**config.mk**
```make
export PLATFORM = sky130hd
export DESIGN_NAME = spq_cell
export DESIGN_NICKNAME = d
export VERILOG_FILES = /design/src/hdl/stable_priority_queue_macros.svh /design/src/hdl/spq_pkg.sv /design/src/hdl/spq_cell.sv
export SDC_FILE = /design/constraint.sdc
export NUM_CORES = 1
export LEC_CHECK = 0
export ABC_AREA = 1
export BUFFER_PORTS_ARGS = -buffer_cell sky130_fd_sc_hd__buf_2
export CORE_AREA = 2 2 63 71
export CTS_CLUSTER_SIZE = 25
export DETAILED_ROUTE_END_ITERATION = 7
export DIE_AREA = 0 0 65 73
export HOLD_SLACK_MARGIN = 0.12
export PLACE_DENSITY = 0.83
export SYNTH_ARGS = -nofsm -noshare
export SYNTH_HDL_FRONTEND = slang
export SYNTH_SLANG_ARGS = --single-unit
export TNS_END_PERCENT = 5
```
**constraint.sdc**
```tcl
create_clock -name i_clk -period 5 [get_ports i_clk]
set_clock_uncertainty 0.05 [all_clocks]
set_input_delay 1 -clock i_clk [delete_from_list [all_inputs] [get_ports i_clk]]
set_output_delay 1 -clock i_clk [all_outputs]
set_load 0.05 [all_outputs]
```
**src/hdl/stable_priority_queue_macros.svh**
```systemverilog
// ---------------------------------------------------------------------------
// stable_priority_queue_macros.svh
// Assertion macros shared by the priority queue RTL.
// ---------------------------------------------------------------------------
`ifndef STABLE_PRIORITY_QUEUE_MACROS_SVH
`define STABLE_PRIORITY_QUEUE_MACROS_SVH

// Property checked on every rising edge, quiet while reset is held.
`define SPQ_ASSERT_RST(lbl, clk, rst_n, prop, msg) \
    lbl: assert property (@(posedge clk) disable iff (!(rst_n)) (prop)) else $error(msg);

// Property checked on every rising edge, reset included.
`define SPQ_ASSERT_ALWAYS(lbl, clk, prop, msg) \
    lbl: assert property (@(posedge clk) (prop)) else $error(msg);

`endif

```
**src/hdl/spq_pkg.sv**
```systemverilog
// ---------------------------------------------------------------------------
// spq_pkg
// Types and codes shared by the priority queue cells, channels and top level.
// ---------------------------------------------------------------------------
package spq_pkg;

    localparam int TAG_W  = 16;
    localparam int LVL_W  = 2;
    localparam int STAT_W = 3;
    localparam int WAIT_W = 8;

    // highest valid priority level
    localparam logic [LVL_W-1:0] TOP_LEVEL = 2'd3;
    localparam logic [LVL_W-1:0] NO_LEVEL  = 2'd0;

    // result status codes
    localparam logic [STAT_W-1:0] ST_ADDED     = 3'd0;
    localparam logic [STAT_W-1:0] ST_FULL      = 3'd1;
    localparam logic [STAT_W-1:0] ST_BAD_LEVEL = 3'd2;
    localparam logic [STAT_W-1:0] ST_SERVED    = 3'd3;
    localparam logic [STAT_W-1:0] ST_EMPTY     = 3'd4;

    // request kinds
    localparam logic KIND_ADD   = 1'b0;
    localparam logic KIND_SERVE = 1'b1;

    // contents of one cell as seen by its upstream neighbor
    typedef struct packed {
        logic             valid;
        logic [TAG_W-1:0] tag;
        logic [LVL_W-1:0] level;
    } t_slot;

    // scan token travelling down the chain
    typedef struct packed {
        logic             tok;     // token present at this link
        logic             found;   // winner already removed upstream
        logic [LVL_W-1:0] maxlvl;  // running max (scan) / target level (select)
        logic [TAG_W-1:0] tag;     // tag of the removed entry
        logic [LVL_W-1:0] level;   // level of the removed entry
    } t_link;

    // broadcast control from the top level to every cell
    typedef struct packed {
        logic             add_en;
        logic [TAG_W-1:0] add_tag;
        logic [LVL_W-1:0] add_level;
        logic             sel_phase;
    } t_ctrl;

endpackage

```
**src/hdl/spq_cell.sv**
```systemverilog
// ---------------------------------------------------------------------------
// spq_cell
// One queue slot: holds an entry, passes the scan token to the next cell and
// pulls its neighbor's entry up when the winner sits at or above it.
// ---------------------------------------------------------------------------
module spq_cell #(
    parameter int TW = 16
) (
    input  logic           i_clk,
    input  logic           i_rst_n,
    input  spq_pkg::t_ctrl i_ctrl,
    input  logic           i_prev_valid,
    input  spq_pkg::t_link i_link,
    input  spq_pkg::t_slot i_next,
    output spq_pkg::t_link o_link,
    output spq_pkg::t_slot o_slot
);

    logic                        r_valid;
    logic [TW-1:0]               r_tag;
    logic [spq_pkg::LVL_W-1:0]   r_level;
    spq_pkg::t_link              r_link;
    spq_pkg::t_link              n_link;
    logic [spq_pkg::LVL_W-1:0]   w_own;
    logic                        w_hit;
    logic                        w_shift;
    logic                        w_append;

    assign w_own    = r_valid ? r_level : spq_pkg::NO_LEVEL;
    assign w_hit    = i_link.tok && i_ctrl.sel_phase && !i_link.found
                      && r_valid && (r_level == i_link.maxlvl);
    assign w_shift  = i_link.tok && i_ctrl.sel_phase && (i_link.found || w_hit);
    assign w_append = i_ctrl.add_en && !r_valid && i_prev_valid;

    // token update: running max during scan, winner capture during select
    always_comb begin
        n_link = i_link;
        if (i_link.tok && !i_ctrl.sel_phase) begin
            if (w_own > i_link.maxlvl) begin
                n_link.maxlvl = w_own;
            end
        end
        if (w_hit) begin
            n_link.found = 1'b1;
            n_link.tag   = spq_pkg::TAG_W'(r_tag);
            n_link.level = r_level;
        end
    end

    // token register
    always_ff @(posedge i_clk) begin
        if (!i_rst_n) begin
            r_link <= '0;
        end else begin
            r_link <= n_link;
        end
    end

    // slot occupancy
    always_ff @(posedge i_clk) begin
        if (!i_rst_n) begin
            r_valid <= 1'b0;
        end else if (w_shift) begin
            r_valid <= i_next.valid;
        end else if (w_append) begin
            r_valid <= 1'b1;
        end
    end

    // slot payload
    always_ff @(posedge i_clk) begin
        if (w_shift) begin
            r_tag   <= i_next.tag[TW-1:0];
            r_level <= i_next.level;
        end else if (w_append) begin
            r_tag   <= i_ctrl.add_tag[TW-1:0];
            r_level <= i_ctrl.add_level;
        end
    end

    assign o_link       = r_link;
    assign o_slot.valid = r_valid;
    assign o_slot.tag   = spq_pkg::TAG_W'(r_tag);
    assign o_slot.level = r_level;

endmodule

```
==> reports/qor.yml <==
synthesis:
  synth_compound_gate_area_share_pct: 11.54
  synthesis.area_um2: 1843
  ys_top_cells_by_area: "sky130_fd_sc_hd__edfxtp_1 (29%), sky130_fd_sc_hd__dfxtp_1 (25%), sky130_fd_sc_hd__nand2_1 (9.8%)"
  ys_seq_area_share_pct: 54.31
  avgSynthCellArea_um2: 8.990
  yosys.area_share.xor_xnor_pct: 0
  yosys.area.top_type: "sky130_fd_sc_hd__edfxtp_1"
  yosys.area_share.simple_pct: 19.69
  portion_of_netlist_area_occupied_by_mux_cells_pct: 0
  post_synth_num_cell_types: 23
  synth.ff_latch_count: 41
  synthesis.instances: 205
  yosysTopAreaCellShare_pct: 29.33
  synth_warnings: 0
  synthesis.nets: 272
  yosys.area_share.adder_pct: 2.037
  synth_top_family_by_area: "simple AND/OR/NAND/NOR gates"
timing:
  grt_setup_unrepaired: "no"
  final_sum_of_negative_setup_slack_ps: 0
  max_freq_mhz: 302.3
  setup_ws_ps: 1691
  max_slew_margin_pct: 54.43
  fin_crit_sh_pct: 66.17
  worst_slew_pin_slew_ps: 681.8
  drv_slew: 0
  timing.final.setup_violations: 0
  finalWorstPathRequiredPeriod_ps: 3309
  worst_hold_slack_ps: 504.8
  hold_violations: 0
cts:
  clk-insertion-delay-late_ps: 290
  clock_sink_count: 41
  cts_buffers: 5
  cts.hold.buffers_added: 0
  cts_setup_buffers: 0
  clk_transition_reported_paths_ps: 70
  htree_levels: 2
  cts-root-to-sink-buffers: 2
  tritoncts: "yes"
  clk_root_buffer_cell: "sky130_fd_sc_hd__clkbuf_8"
  cts_resized: 0
placement:
  gp_congestion: 0.7892
  post-dp-hpwl_mm: 3.117
  dp_slack_ps: 1400
  port_buffers: 104
  instance_area_after_placement_um2: 2307
layout:
  fillCellCount: 383
  nNetsFinal: 371
  final_layout_size_suffix_gt1_share_pct: 39.02
  mostFrequentLayoutCells: "sky130_fd_sc_hd__buf_2 (104), sky130_fd_sc_hd__nand2_1 (48), sky130_fd_sc_hd__inv_1 (27)"
  final_common_cell: "sky130_fd_sc_hd__buf_2"
  stdcell_area_um2: 2397
  diodes: 0
  area_growth_pct: 30.07
die:
  placement_rows: 25
  effective_utilization_at_floorplan_pct: 44.98
  die_width_um: 65
  die_h_um: 73
  die_area_um2: 4745
  core_outline_area_um2: 4098
  pin_count: 105
worst_setup_path:
  crit_path_top_delay_cell: "sky130_fd_sc_hd__nand2_1"
  worstSetupEndpointType: "flop"
  setup.worst_path.class: "in2reg"
  crit_path_largest_cell_delay_ps: 570
  worstPathArrival_ps: 3180
  critical-path-top-cell-by-count: "sky130_fd_sc_hd__nand2_1"
  critPathLaunchType: "input port"
  ff2ff_path_depth: 7
  crit_path_cell_trace: "buf_2 > inv_1 > nand2_1 > nor2_2 > nand3_2 > nand2_2 > nand2_4 > nand2_1"
  critical_path.max_fanout: 38
  critical_path_required_ps: 4870
drt:
  wl_per_cell_um: 10.98
  drcViolationCount: 0
  drt-pass1-iter-count: 4
  ant_nets: 0
  drt_first_iter_violations: 57
  route.vias.total: 1582
  routed_wirelength_mm: 3.943
  routed_via_density: 4.407
global_routing:
  gr-usage-all-layers_pct: 16.76
  grt_start_max_net_pins: 39
  grt_first_pass_wirelength_mm: 6.099
  grt_overflow: 0
  grt_antenna_before_repair: 0
  grt_pass1_vias: 1456
power:
  powerDensity_nw_per_um2: 316.8
  peakVddDrop_uv: 108.9
  total_leakage_power_uw: 0.001294
worst_hold_path:
  worst_hold_path_class: "reg2reg"
  number_of_cells_on_the_worst_hold_path: 2
run_status:
  outcome: "complete, no violations"
job:
  drv_cap: 0
==> worst max-delay path: cells and delay by family <==
family                 cells  cell delay [ps]
AND/OR/NAND/NOR            6             1990
buffers and inverters      2              190
==> worst paths after layout <==
path / slack [ps] / startpoint / end
worst min register to register: 500 / r_tag[1]$_DFFE_PP_ / o_link[3]$_SDFF_PN0_
worst max register to register: 2070 / r_level[1]$_DFFE_PP_ / r_tag[11]$_DFFE_PP_
worst min-delay path: 500 / r_tag[1]$_DFFE_PP_ / o_link[3]$_SDFF_PN0_
worst max-delay path: 1690 / i_link[20] / r_tag[11]$_DFFE_PP_
==> layer usage <==
metal | vias to the layer above | GRT usage, % | wire length (um)
li1 | 858 | - | -
met1 | 640 | 20.47 | 1689
met2 | 73 | 27.26 | 1848
met3 | 11 | 4.167 | 290
met4 | 0 | 8.983 | 115
met5 | - | 0 | 0
==> cells in the mapped netlist, drive strengths merged <==
master and number:
a21boi 1, a21oi 20, buf 8, clkbuf 4
dfxtp 23, edfxtp 18, ha 3, inv 28
nand2 51, nand3 19, nand3b 2, nor2 7
o21ai 21
==> sequential cells by signal, indices dropped and copies added, names as in the netlist <==
name	cells
o_link	22
r_tag	16
r_valid	1
r_level	2
==> through the flow <==
step           util, %  instances  total power [uW]
3_5_place_dp     56.31        351             557.1
6_report         58.50        359             759.4
5_1_grt          58.50        359             795.9
2_1_floorplan        -        205             509.3
4_1_cts          58.50        359             764.4
3_3_place_gp     56.31        351             555.5
==> cell families (layout without fill, tap and decap cells) <==
kind of cell,after synthesis,count (layout)
buf+inv,40,140
compound gates,42,42
fa+ha+maj,3,3
flops,41,41
simple gates,79,79
==> final cells by class <==
type | instances | area (um2) | area share [%]
Clock buffer | 8 | 90.09 | 3.758
Inverter | 28 | 105.1 | 4.384
Multi-Input combinational cell | 124 | 613.1 | 25.57
Sequential cell | 41 | 1001 | 41.75
Tap cell | 54 | 67.56 | 2.818
Timing Repair Buffer | 104 | 520.5 | 21.71
==> power breakdown <==
group | internal (uW) | switching [uW] | total [uW]
clock | 112 | 98.0 | 210
sequential | 374 | 8.72 | 383
combinational | 46.1 | 120 | 166
total | 533 | 227 | 759
(Power assumes the default switching activity.)
